<file path="src/hdl/ptpr_pkg.sv">
// Shared types and constants for the point table with proximity remove.
// No dependencies; ptpr_ctrl, ptpr_dp and the top module import this package.
`timescale 1ns / 1ps
`default_nettype none

package ptpr_pkg;

  localparam int COORD_W  = 16;
  localparam int STATUS_W = 3;
  localparam int SLOT_W   = 4;
  localparam int FILL_W   = 5;
  localparam int CFG_IDX_W = 2;

  // Item command codes
  localparam logic CMD_INSERT = 1'b0;
  localparam logic CMD_REMOVE = 1'b1;

  // Result status codes
  localparam logic [STATUS_W-1:0] ST_INSERTED  = 3'd0;
  localparam logic [STATUS_W-1:0] ST_DUPLICATE = 3'd1;
  localparam logic [STATUS_W-1:0] ST_FULL      = 3'd2;
  localparam logic [STATUS_W-1:0] ST_REMOVED   = 3'd3;
  localparam logic [STATUS_W-1:0] ST_NONE      = 3'd4;

  // Configuration register indexes and reset values
  localparam logic [CFG_IDX_W-1:0] CFG_VACUUM = 2'd0;
  localparam logic [CFG_IDX_W-1:0] CFG_DEDUP  = 2'd1;
  localparam logic [COORD_W-1:0] VACUUM_RESET = 16'd10;
  localparam logic [COORD_W-1:0] DEDUP_RESET  = 16'd0;

  typedef struct packed {
    logic               cmd;
    logic [COORD_W-1:0] pos_x;
    logic [COORD_W-1:0] pos_y;
    logic [COORD_W-1:0] weight;
  } in_beat_t;

  typedef struct packed {
    logic [STATUS_W-1:0] status;
    logic [SLOT_W-1:0]   slot;
    logic [FILL_W-1:0]   fill_count;
  } out_beat_t;

  // One table entry as held in the RAM
  typedef struct packed {
    logic [COORD_W-1:0] x;
    logic [COORD_W-1:0] y;
    logic [COORD_W-1:0] weight;
  } entry_t;

  typedef enum logic [1:0] {
    S_IDLE,
    S_SCAN,
    S_SHIFT,
    S_FIN
  } state_t;

  // Controller to datapath
  typedef struct packed {
    logic load;
    logic scan;
    logic shift_load;
    logic shift;
    logic finish;
  } ctrl_cmd_t;

  // Datapath to controller
  typedef struct packed {
    logic empty;
    logic remove;
    logic match;
    logic scan_none;
    logic shift_done;
    logic out_free;
  } ctrl_stat_t;

endpackage

`default_nettype wire

</file>
<file path="src/hdl/ptpr_ctrl.sv">
// Sequencer for the point table: accept, scan, shift on removal, finish.
// Depends on ptpr_pkg.
`timescale 1ns / 1ps
`default_nettype none

module ptpr_ctrl (
  input  wire logic                 clk,
  input  wire logic                 rst,
  input  wire logic                 in_valid,
  output logic                      in_ready,
  input  wire ptpr_pkg::ctrl_stat_t stat,
  output ptpr_pkg::ctrl_cmd_t       cmd
);

  import ptpr_pkg::*;

  state_t state;
  state_t state_next;

  // State register
  always_ff @(posedge clk) begin
    if (rst) begin
      state <= S_IDLE;
    end else begin
      state <= state_next;
    end
  end

  // Next state
  always_comb begin
    state_next = state;
    case (state)
      S_IDLE: begin
        if (in_valid) state_next = S_SCAN;
      end
      S_SCAN: begin
        if (stat.match) begin
          state_next = stat.remove ? S_SHIFT : S_FIN;
        end else if (stat.scan_none || stat.empty) begin
          state_next = S_FIN;
        end
      end
      S_SHIFT: begin
        if (stat.shift_done) state_next = S_FIN;
      end
      S_FIN: begin
        if (stat.out_free) state_next = S_IDLE;
      end
      default: state_next = S_IDLE;
    endcase
  end

  // Outputs
  always_comb begin
    cmd      = '0;
    in_ready = 1'b0;
    case (state)
      S_IDLE: begin
        in_ready = 1'b1;
        cmd.load = in_valid;
      end
      S_SCAN: begin
        cmd.scan       = 1'b1;
        cmd.shift_load = stat.match && stat.remove;
      end
      S_SHIFT: begin
        cmd.shift = 1'b1;
      end
      S_FIN: begin
        cmd.finish = stat.out_free;
      end
      default: begin
        cmd = '0;
      end
    endcase
  end

endmodule

`default_nettype wire

</file>
<file path="config.mk">
export PLATFORM = sky130hd
export DESIGN_NAME = ptpr_ctrl
export DESIGN_NICKNAME = d
export VERILOG_FILES = /design/src/hdl/ptpr_pkg.sv /design/src/hdl/ptpr_ctrl.sv
export SDC_FILE = /design/constraint.sdc
export NUM_CORES = 1
export LEC_CHECK = 0
export ABC_AREA = 1
export BUFFER_PORTS_ARGS = -buffer_cell sky130_fd_sc_hd__buf_2
export CORE_AREA = 10 10 47 49
export DETAILED_ROUTE_END_ITERATION = 8
export DIE_AREA = 0 0 57 59
export MAX_ROUTING_LAYER = met4
export PLACE_DENSITY = 0.39
export SLEW_MARGIN = 20
export SYNTH_ARGS = -nofsm -noshare
export SYNTH_HDL_FRONTEND = slang
export SYNTH_SLANG_ARGS = --single-unit
export TNS_END_PERCENT = 100
</file>
<file path="constraint.sdc">
create_clock -name clk -period 1.4 [get_ports clk]
set_input_delay 0.21 -clock clk [delete_from_list [all_inputs] [get_ports clk]]
set_output_delay 0.21 -clock clk [all_outputs]
set_load 0.01 [all_outputs]
</file>
==> flow_summary.json <==
{
  "status": "finished, final reports clean",
  "core_sq_um": 1400,
  "syn_nets": 63,
  "syn_avg_cell_area_sq_um": 5.64,
  "diodes": 0,
  "fp.dieW_um": 57,
  "wirelength_um": 694,
  "gp_congestion": 0.746,
  "power_density_nw_per_um2": 1790,
  "clk_pin_slew_ns": 0.03,
  "fin_setup_tns_ns": 0,
  "root_buffer": "clkbuf_4",
  "drc": 0,
  "slowest_delay_ns": 0.35,
  "crit_required_ns": 1.19,
  "dr.pass1.iters": 1,
  "clock-sinks": 2,
  "criticalPathCategory": "reg -> out",
  "cts_buffers": 3,
  "synth-seq-cells": 2,
  "worstMarginPinSlew_ns": 0.155,
  "final_layout_size_suffix_gt1_share_pct": 37.3,
  "endpoint_kind": "primary output",
  "htreeDepth": 1,
  "timing.fmax_ghz": 0.776,
  "port_buffers": 14,
  "syn_inst": 49,
  "rsz0062_at_grt": "false",
  "final_net_count": 83,
  "worstHoldPathType": "in -> reg",
  "track_usage_pct": 4.83,
  "grt.overflow.total": 0,
  "reg_top3": "state (2)",
  "ys_seq_area_share_pct": 14.5,
  "crit_chain": "inv_1 -> ha_4 -> nand2_1 -> inv_1 -> buf_2",
  "num_rows": 14,
  "utilization_pct": 29.5,
  "yosysTopAreaCellShare_pct": 22.6,
  "start_util_pct": 19.7,
  "critical_path.startpoint_type": "flop",
  "cp_max_fo": 6,
  "dieArea_sq_um": 3360,
  "min_period_over_period_pct": 92.0,
  "grt_pass1_vias": 331,
  "period_needed_ns": 1.29,
  "synth_common_cells": "inv_1 (13), nand2_1 (13), nor2_1 (10)",
  "maxSlewViolCount": 0,
  "yosys.area.top_type": "ha_1",
  "detail_route.iter0.violations": 0,
  "yosys.cell_types.count": 9,
  "die_y_um": 59,
  "grt_start_max_net_pins": 7,
  "viasPerCell": 3.78,
  "finalSetupViolCount": 0,
  "fillers": 179,
  "clk-insertion-delay-late_ns": 0.22,
  "cts_hold_buf": 0,
  "largest_register_ffs": 2,
  "yosys_warnings": 0,
  "syn_area_sq_um": 277,
  "area_growth_syn_to_layout_pct": 49.3,
  "async_flop_share_pct": 0,
  "vias": 314,
  "path_buf_inv": 3,
  "clock_skew_ns": 0.000384,
  "antenna_found_initial": 0,
  "postCtsSetupBuffers": 0,
  "regMostFlops": "state",
  "ant_nets": 0,
  "critical_path.most_common_cell": "inv_1",
  "cap_violations": 0,
  "hold_viol": 0,
  "p_leak_uw": 0.000265,
  "crit_arrival_ns": 1.08,
  "critPathTopFamily": "flip-flops",
  "cts_tree": "done",
  "synth-edff-count": 0,
  "cts_buffer_depth": 2,
  "dp_hpwl_um": 620,
  "ir_drop_mv": 0.624,
  "synth_ff_type": "dfxtp_1",
  "routedWlPerCell_um": 8.36,
  "crit_slowest_cell": "dfxtp_4",
  "io-pin-count": 15,
  "grt_pass1_wl_um": 1240,
  "slew-limit-headroom_pct": 89.6,
  "synth_area_leaders": "ha_1 (23%), inv_1 (18%), nand2_1 (18%)"
}
## power by group
group / internal [uW] / switching (uW)
Combinational: 220 / 272
Sequential: 93.3 / 29.6
Clock: 94.3 / 29.9
## tightest hold or removal path: stages
cell and delay [ns]:
buf_2 0.07, inv_1 0.04, nand2_1 0.05, nor2_1 0.03
## cell type report
cell class | count | area, sq um | share of cell area (%)
inverter | 13 | 48.8 | 11.8
clock buffer | 3 | 22.5 | 5.45
tap | 16 | 20.0 | 4.85
sequential | 2 | 43.8 | 10.6
multi-input combinational | 34 | 200 | 48.5
timing repair buffer | 15 | 77.6 | 18.8
## final timing paths
path / from / endpoint / slack, ns / depth (start not counted)
max: state[0]$_SDFFE_PP0P_ / cmd[4] / 0.11 / 5
min: rst / state[0]$_SDFFE_PP0P_ / 0.22 / 4
max reg2reg: state[0]$_SDFFE_PP0P_ / state[0]$_SDFFE_PP0P_ / 0.23 / 8
min reg2reg: state[0]$_SDFFE_PP0P_ / state[0]$_SDFFE_PP0P_ / 0.54 / 2
## cell usage in the layout, fill, tap and decap left out
cell	count
nand2_2	2
clkbuf_4	3
dfxtp_4	1
nor2_2	2
buf_2	14
nor2_1	10
ha_4	1
ha_1	4
inv_1	12
dfxtp_1	1
nand2_1	13
inv_2	1
o21bai_1	1
buf_4	1
nand4_1	1
## metal layers
metal  vias to the layer above  global-route usage (%)  part of all wire [%]
met2                         5                    7.60                    54
met5                         -                       -                     0
met3                         2                    1.07                   5.3
met1                       132                    4.37                    39
met4                         0                    6.04                   1.2
li1                        175                       -                     -
## per-stage QoR
stage	hold WS [ns]	setup slack (ns)	cell area, sq um	power [uW]	std cells
6_report	0.225	0.111	413	739	83
2_1_floorplan	0.365	0.175	277	431	49
4_1_cts	0.217	0.0135	398	721	83
3_3_place_gp	0.458	0.0888	374	581	80
5_1_grt	0.239	0.0197	413	853	83
3_5_place_dp	0.464	0.0899	374	581	80
## cell families (layout without fill, tap and decap cells)
logic type | Yosys count | after routing | synth area share, %
buf+inv | 13 | 31 | 17.6
compound gates | 1 | 1 | 2.72
flops | 2 | 2 | 14.5
fa+ha+maj | 5 | 5 | 22.6
simple gates | 28 | 28 | 42.5
## timing repair
| item | 4_1_cts | 5_1_grt |
|---|---|---|
| resized for setup | 1 | 4 |
| endpoints found under the setup margin | 2 | 2 |
| gates cloned | 0 | 0 |
No activity file was read; power rests on OpenSTA's default activity.
