File: config.mk
export PLATFORM = sky130hd
export DESIGN_NAME = ptpr_dp
export DESIGN_NICKNAME = d
export VERILOG_FILES = /design/src/hdl/ptpr_pkg.sv /design/src/hdl/ptpr_ram.sv /design/src/hdl/ptpr_dp.sv
export SDC_FILE = /design/constraint.sdc
export NUM_CORES = 1
export LEC_CHECK = 0
export BUFFER_PORTS_ARGS = -buffer_cell sky130_fd_sc_hd__clkbuf_2
export CORE_ASPECT_RATIO = 0.5
export CORE_MARGIN = 3
export CORE_UTILIZATION = 50
export DETAILED_ROUTE_END_ITERATION = 10
export PLACE_DENSITY = 0.66
export SETUP_SLACK_MARGIN = 0.05
export SYNTH_ARGS = -nofsm -noshare
export SYNTH_HDL_FRONTEND = slang
export SYNTH_SLANG_ARGS = --single-unit
export TNS_END_PERCENT = 50
File: constraint.sdc
create_clock -name clk -period 5.04 [get_ports clk]
set_input_delay 0.252 -clock clk [delete_from_list [all_inputs] [get_ports clk]]
set_output_delay 0.252 -clock clk [all_outputs]
set_load 0.01 [all_outputs]
File: src/hdl/ptpr_pkg.sv
// Shared types and constants for the point table with proximity remove.
// No dependencies; ptpr_ctrl, ptpr_dp and the top module import this package.
`timescale 1ns / 1ps
`default_nettype none

package ptpr_pkg;

  localparam int COORD_W  = 16;
  localparam int STATUS_W = 3;
  localparam int SLOT_W   = 4;
  localparam int FILL_W   = 5;
  localparam int CFG_IDX_W = 2;

  // Item command codes
  localparam logic CMD_INSERT = 1'b0;
  localparam logic CMD_REMOVE = 1'b1;

  // Result status codes
  localparam logic [STATUS_W-1:0] ST_INSERTED  = 3'd0;
  localparam logic [STATUS_W-1:0] ST_DUPLICATE = 3'd1;
  localparam logic [STATUS_W-1:0] ST_FULL      = 3'd2;
  localparam logic [STATUS_W-1:0] ST_REMOVED   = 3'd3;
  localparam logic [STATUS_W-1:0] ST_NONE      = 3'd4;

  // Configuration register indexes and reset values
  localparam logic [CFG_IDX_W-1:0] CFG_VACUUM = 2'd0;
  localparam logic [CFG_IDX_W-1:0] CFG_DEDUP  = 2'd1;
  localparam logic [COORD_W-1:0] VACUUM_RESET = 16'd10;
  localparam logic [COORD_W-1:0] DEDUP_RESET  = 16'd0;

  typedef struct packed {
    logic               cmd;
    logic [COORD_W-1:0] pos_x;
    logic [COORD_W-1:0] pos_y;
    logic [COORD_W-1:0] weight;
  } in_beat_t;

  typedef struct packed {
    logic [STATUS_W-1:0] status;
    logic [SLOT_W-1:0]   slot;
    logic [FILL_W-1:0]   fill_count;
  } out_beat_t;

  // One table entry as held in the RAM
  typedef struct packed {
    logic [COORD_W-1:0] x;
    logic [COORD_W-1:0] y;
    logic [COORD_W-1:0] weight;
  } entry_t;

  typedef enum logic [1:0] {
    S_IDLE,
    S_SCAN,
    S_SHIFT,
    S_FIN
  } state_t;

  // Controller to datapath
  typedef struct packed {
    logic load;
    logic scan;
    logic shift_load;
    logic shift;
    logic finish;
  } ctrl_cmd_t;

  // Datapath to controller
  typedef struct packed {
    logic empty;
    logic remove;
    logic match;
    logic scan_none;
    logic shift_done;
    logic out_free;
  } ctrl_stat_t;

endpackage

`default_nettype wire

File: src/hdl/ptpr_ram.sv
// Generic single write port, single read port RAM with registered read data.
// No dependencies.
`timescale 1ns / 1ps
`default_nettype none

module ptpr_ram #(
  parameter int WIDTH = 48,
  parameter int DEPTH = 16
) (
  input  wire logic                     clk,
  input  wire logic                     we,
  input  wire logic [$clog2(DEPTH)-1:0] waddr,
  input  wire logic [WIDTH-1:0]         wdata,
  input  wire logic [$clog2(DEPTH)-1:0] raddr,
  output logic      [WIDTH-1:0]         rdata
);

  logic [WIDTH-1:0] mem [DEPTH];

  always_ff @(posedge clk) begin
    if (we) begin
      mem[waddr] <= wdata;
    end
    rdata <= mem[raddr];
  end

endmodule

`default_nettype wire

File: src/hdl/ptpr_dp.sv
// Datapath: item and radius registers, entry count, table RAM with scan and
// shift pointers, proximity compare and the result register.
// Depends on ptpr_pkg and ptpr_ram.
`timescale 1ns / 1ps
`default_nettype none

module ptpr_dp #(
  parameter int DEPTH = 16
) (
  input  wire logic                             clk,
  input  wire logic                             rst,
  input  wire ptpr_pkg::ctrl_cmd_t              cmd,
  output ptpr_pkg::ctrl_stat_t                  stat,
  input  wire ptpr_pkg::in_beat_t               in_data,
  input  wire logic                             cfg_we,
  input  wire logic [ptpr_pkg::CFG_IDX_W-1:0]   cfg_index,
  input  wire logic [ptpr_pkg::COORD_W-1:0]     cfg_data,
  output logic                                  out_valid,
  input  wire logic                             out_ready,
  output ptpr_pkg::out_beat_t                   out_data
);

  import ptpr_pkg::*;

  localparam int IDX_W = $clog2(DEPTH);
  localparam int CNT_W = $clog2(DEPTH + 1);
  localparam logic [CNT_W-1:0] DEPTH_C = CNT_W'(DEPTH);

  in_beat_t           item;
  logic [COORD_W-1:0] vacuum_radius;
  logic [COORD_W-1:0] dedup_radius;
  logic [CNT_W-1:0]   count;
  logic [CNT_W-1:0]   count_next;
  logic [CNT_W-1:0]   rd_ptr;
  logic               pipe_valid;
  logic [IDX_W-1:0]   pipe_idx;
  logic               found;
  logic [IDX_W-1:0]   hit_idx;

  logic               issue;
  logic [COORD_W-1:0] radius;
  logic [COORD_W-1:0] dx;
  logic [COORD_W-1:0] dy;
  logic               near;
  logic               insert_ok;
  entry_t             rdata;
  entry_t             wdata;
  logic               we;
  logic [IDX_W-1:0]   waddr;
  logic [IDX_W-1:0]   raddr;
  out_beat_t          result;
  logic [31:0]        slot_wide;
  logic [31:0]        fill_wide;

  // Table storage
  ptpr_ram #(
    .WIDTH ($bits(entry_t)),
    .DEPTH (DEPTH)
  ) u_table (
    .clk   (clk),
    .we    (we),
    .waddr (waddr),
    .wdata (wdata),
    .raddr (raddr),
    .rdata (rdata)
  );

  // Read issue: one entry a cycle during a scan or shift while the pointer is below the count
  assign issue = (cmd.scan || cmd.shift) && (rd_ptr < count);
  assign raddr = rd_ptr[IDX_W-1:0];

  // Proximity compare on the entry read last cycle
  assign radius = (item.cmd == CMD_REMOVE) ? vacuum_radius : dedup_radius;
  assign dx = (rdata.x >= item.pos_x) ? rdata.x - item.pos_x : item.pos_x - rdata.x;
  assign dy = (rdata.y >= item.pos_y) ? rdata.y - item.pos_y : item.pos_y - rdata.y;
  assign near = (dx <= radius) && (dy <= radius);

  assign insert_ok = (item.cmd == CMD_INSERT) && !found && (count < DEPTH_C);

  // Status back to the controller
  always_comb begin
    stat            = '0;
    stat.empty      = (count == '0);
    stat.remove     = (item.cmd == CMD_REMOVE);
    stat.match      = cmd.scan && pipe_valid && near;
    stat.scan_none  = pipe_valid && !near && ((CNT_W'(pipe_idx) + CNT_W'(1)) == count);
    stat.shift_done = !pipe_valid && !(rd_ptr < count);
    stat.out_free   = !out_valid || out_ready;
  end

  // Write port: shift copies entry i+1 to i; finish appends an insert
  always_comb begin
    we    = 1'b0;
    waddr = pipe_idx;
    wdata = rdata;
    if (cmd.shift) begin
      we = pipe_valid;
    end else if (cmd.finish) begin
      we           = insert_ok;
      waddr        = count[IDX_W-1:0];
      wdata.x      = item.pos_x;
      wdata.y      = item.pos_y;
      wdata.weight = item.weight;
    end
  end

  // Result and new count
  always_comb begin
    count_next    = count;
    result.status = ST_NONE;
    slot_wide     = '0;
    if (item.cmd == CMD_INSERT) begin
      if (found) begin
        result.status = ST_DUPLICATE;
        slot_wide     = 32'(hit_idx);
      end else if (insert_ok) begin
        result.status = ST_INSERTED;
        slot_wide     = 32'(count);
        count_next    = count + CNT_W'(1);
      end else begin
        result.status = ST_FULL;
      end
    end else if (found) begin
      result.status = ST_REMOVED;
      slot_wide     = 32'(hit_idx);
      count_next    = count - CNT_W'(1);
    end
    fill_wide         = 32'(count_next);
    result.slot       = slot_wide[SLOT_W-1:0];
    result.fill_count = fill_wide[FILL_W-1:0];
  end

  // Control registers
  always_ff @(posedge clk) begin
    if (rst) begin
      count         <= '0;
      rd_ptr        <= '0;
      pipe_valid    <= 1'b0;
      found         <= 1'b0;
      out_valid     <= 1'b0;
      vacuum_radius <= VACUUM_RESET;
      dedup_radius  <= DEDUP_RESET;
    end else begin
      if (cfg_we) begin
        case (cfg_index)
          CFG_VACUUM: vacuum_radius <= cfg_data;
          CFG_DEDUP:  dedup_radius  <= cfg_data;
          default:    ;
        endcase
      end

      if (cmd.load) begin
        rd_ptr <= '0;
      end else if (cmd.shift_load) begin
        rd_ptr <= CNT_W'(pipe_idx) + CNT_W'(1);
      end else if (issue) begin
        rd_ptr <= rd_ptr + CNT_W'(1);
      end

      pipe_valid <= issue && !cmd.load && !cmd.shift_load;

      if (cmd.load) begin
        found <= 1'b0;
      end else if (stat.match) begin
        found <= 1'b1;
      end

      if (cmd.finish) begin
        count     <= count_next;
        out_valid <= 1'b1;
      end else if (out_ready) begin
        out_valid <= 1'b0;
      end
    end
  end

  // Payload registers
  always_ff @(posedge clk) begin
    if (cmd.load) begin
      item <= in_data;
    end
    // in a shift the pipe index names the write target, one below the read
    if (cmd.shift) begin
      pipe_idx <= IDX_W'(rd_ptr - CNT_W'(1));
    end else begin
      pipe_idx <= rd_ptr[IDX_W-1:0];
    end
    if (stat.match) begin
      hit_idx <= pipe_idx;
    end
    if (cmd.finish) begin
      out_data <= result;
    end
  end

endmodule

`default_nettype wire

==> flow_metrics.tcl <==
set metrics [dict create \
    outcome "finished clean" \
    fin_ws_ns 0.0564 \
    die_width_um 342 \
    cts_root_buf "clkbuf_16" \
    synth_edf_count 561 \
    r2r_start "item[32]" \
    num_antenna_cells 0 \
    period_minus_slack_ns 4.98 \
    synth_seq_area_share_pct 65.5 \
    peakVddDrop_uv 257 \
    rows 60 \
    die_area_mm2 0.0594 \
    synth.area.top_cells "edfxtp_1 (60%), mux4_2 (13%), dfxtp_1 (5.8%)" \
    io_buffers 78 \
    max_slew_margin_pct 20.9 \
    slew_viol_final 0 \
    pre_cts_slack_ns 0.190 \
    h-tree-depth 2 \
    postRouteWirelength_mm 67.0 \
    areaGrowthSynthToFinish_pct 15.2 \
    grt_use_total_pct 22.6 \
    yosysUniqueCellTypes 70 \
    r2r_cells 19 \
    ys.flop_type "edfxtp_1" \
    antenna_found_initial 0 \
    power_density_mw_per_mm2 387 \
    rsz0062_at_grt "true" \
    synth_common_cells "edfxtp_1 (561), mux4_2 (160), nand2_1 (139), ha_1 (105), a21oi_1 (93)" \
    syn_nets 1934 \
    synthArstFlopShare_pct 0 \
    io_pins 95 \
    yosysMostFrequentCell "edfxtp_1" \
    cp_data_arrival_time_ns 4.73 \
    syn_area_per_cell_um2 16.1 \
    fmaxAchievable_ghz 0.201 \
    cp.required_ns 4.79 \
    cts.path.max_buffers 3 \
    tightest_slew_ns 1.18 \
    dr.pass1.iters 5 \
    path_buf_inv 4 \
    synth_top_area_share_pct 59.8 \
    dp_hpwl_mm 39.8 \
    leakage_nw 11.3 \
    clkTransAtPathRegs_ns 0.07 \
    setup-tns-final_ns 0 \
    grt_start_max_net_pins 60 \
    r2r-end "hit_idx[0]" \
    period_share_pct 98.9 \
    hp-class "input pin to register" \
    grt_overflow 0 \
    multiInputGateArea_mm2 0.00928 \
    start_util_pct 51.5 \
    setup_violations 0 \
    critPathLaunch "item[32]" \
    ant_nets 0 \
    via_per_inst 5.88 \
    max_stage_delay_ns 0.39 \
    slowest_stage "edfxtp_1" \
    min_from "cmd[1]" \
    worstSetupPathType "register to primary output" \
    layout.nets 2115 \
    cts_buffers 55 \
    crit_family "compound AO/OA/AOI/OAI gates" \
    wl_per_cell_um 24.7 \
    cp-start-kind "register" \
    vias 16000 \
    drt_iter0_drc 1657 \
    ff2ff_setup_slack_ns 0.62 \
    clock_skew_ns 0.0430 \
    fillCellCount 4011 \
    min_to "pipe_idx[0]" \
    clk_latency_ns 0.62 \
    cts_tree "yes" \
    hold_viol 0 \
    syn_area_mm2 0.0282 \
    gp_congestion 0.870 \
    clock_sinks 642 \
    first_global_vias 15500 \
    syn_inst 1749 \
    path_max_fanout 7 \
    regArea_mm2 0.0185 \
    crit_chain "ha_1 > inv_1 > fa_1 > a21o_1 > a2111oi_2 > o21ai_1 > a21oi_2 > o21ai_4 > buf_4 > buf_4 > mux2_2 > ha_1 > nor2b_1 > o21ai_0 > a21boi_2 > nor4_2 > o22ai_2 > nor3b_2 > buf_2" \
    ys_warn_count 0 \
    cp-end-kind "primary output" \
    drive_gt1_share_pct 24.4 \
    drv_cap 0 \
    hold_path_depth 2 \
    drc_errors 0 \
    yosys.area.top_type "edfxtp_1" \
    yosys_register_bits 642 \
    core_area_mm2 0.0547 \
    grt_pass1_wl_mm 100 \
    dieHeight_um 174 \
]
[cell usage in the layout, fill, tap and decap left out, drive strengths merged, types with 4 or more instances in the layout]
master,n
xor2,24
a21boi,5
nor3,11
o21bai,6
xnor2,21
a211oi,10
o31a,4
o21ai,66
mux4,160
clkbuf,149
nor3b,4
a21o,39
nand2,139
inv,80
clkinv,24
o21a,7
nand4,13
nand2b,12
nor2,60
nand3,16
edfxtp,561
fa,4
nand3b,4
dfxtp,81
buf,88
and2,7
dlygate4sd3,54
and3,5
a31oi,9
ha,105
nor2b,7
a21oi,94
mux2,8
mux2i,44
[timing repair]
item,CTS,global route
setup buffers,6,6
hold buffers,54,0
resized for setup,23,22
setup endpoints to repair,2,2
endpoints found under the hold margin,69,0
pin swaps,13,19
[worst register-to-register path: stages (launching register included)]
cell,delay (ns)
edfxtp_1,0.39
ha_1,0.18
inv_1,0.05
fa_1,0.39
a21o_1,0.21
a2111oi_2,0.37
o21ai_1,0.15
a21oi_2,0.20
o21ai_4,0.11
buf_4,0.18
buf_4,0.13
mux2_2,0.30
ha_1,0.30
nor2b_1,0.13
o21ai_0,0.20
a21boi_2,0.09
nor4_2,0.28
o22ai_2,0.15
nor2_1,0.15
buf_4,0.15
[registers in the layout, summed over array words and instances, names as in the netlist]
| signal | cells |
|---|---|
| count | 5 |
| dedup_radius | 16 |
| found | 1 |
| hit_idx | 4 |
| item | 32 |
| out_data | 12 |
| out_valid | 1 |
| pipe_idx | 4 |
| pipe_valid | 1 |
| rd_ptr | 5 |
| stat | 1 |
| u_table.mem | 512 |
| u_table.rdata | 32 |
| vacuum_radius | 16 |
[kinds of logic after synthesis]
group	Yosys count	synth area share (%)
AO/OA/AOI/OAI	275	6.08
XOR/XNOR	45	1.40
adder cells (fa/ha/maj)	109	4.94
buffers and inverters	173	2.66
flip-flops	642	65.5
multiplexers	212	14.7
AND/OR/NAND/NOR	293	4.74
[report_power, final]
part / internal, mW / switching, mW / leakage, nW
combinational: 0.986 / 1.25 / 4.63
clock: 2.29 / 1.93 / 0.885
sequential: 6.02 / 0.119 / 5.77
total: 9.29 / 3.30 / 11.3
[metal layers]
layer	track usage [%]	wire, µm
met2	33.9	30100
met4	4.12	1040
met1	34.9	29800
met3	4.45	6120
met5	0	0
[worst max path at each step]
stage | end | slack [ns] | depth (start not counted)
global placement | hit_idx[0] | 0.19 | 18
CTS | stat[2] | 0.01 | 19
floorplan | hit_idx[0] | 0.68 | 19
finish | stat[2] | 0.06 | 19
global route | stat[2] | -0.12 | 19
detailed placement | hit_idx[0] | 0.19 | 19
[through the flow]
stage	util (%)	instances	total power [mW]	cell area [µm²]	hold slack, ns
6_report	59.3	2720	12.6	32500	0.0527
5_1_grt	59.3	2720	13.1	32500	0.0475
4_1_cts	59.1	2714	12.6	32300	0.0420
3_5_place_dp	54.6	2551	8.27	29900	0.431
3_3_place_gp	54.6	2551	8.25	29900	0.430
2_1_floorplan	-	1749	7.67	28200	0.351
[final cells by class]
cell class / instances / area share, %
Clock buffer: 72 / 4.65
Clock inverter: 31 / 0.898
Inverter: 78 / 0.901
Multi-Input combinational cell: 934 / 28.6
Sequential cell: 642 / 56.9
Tap cell: 744 / 2.87
Timing Repair Buffer: 219 / 5.22
Power figures use the tool's default switching activity.
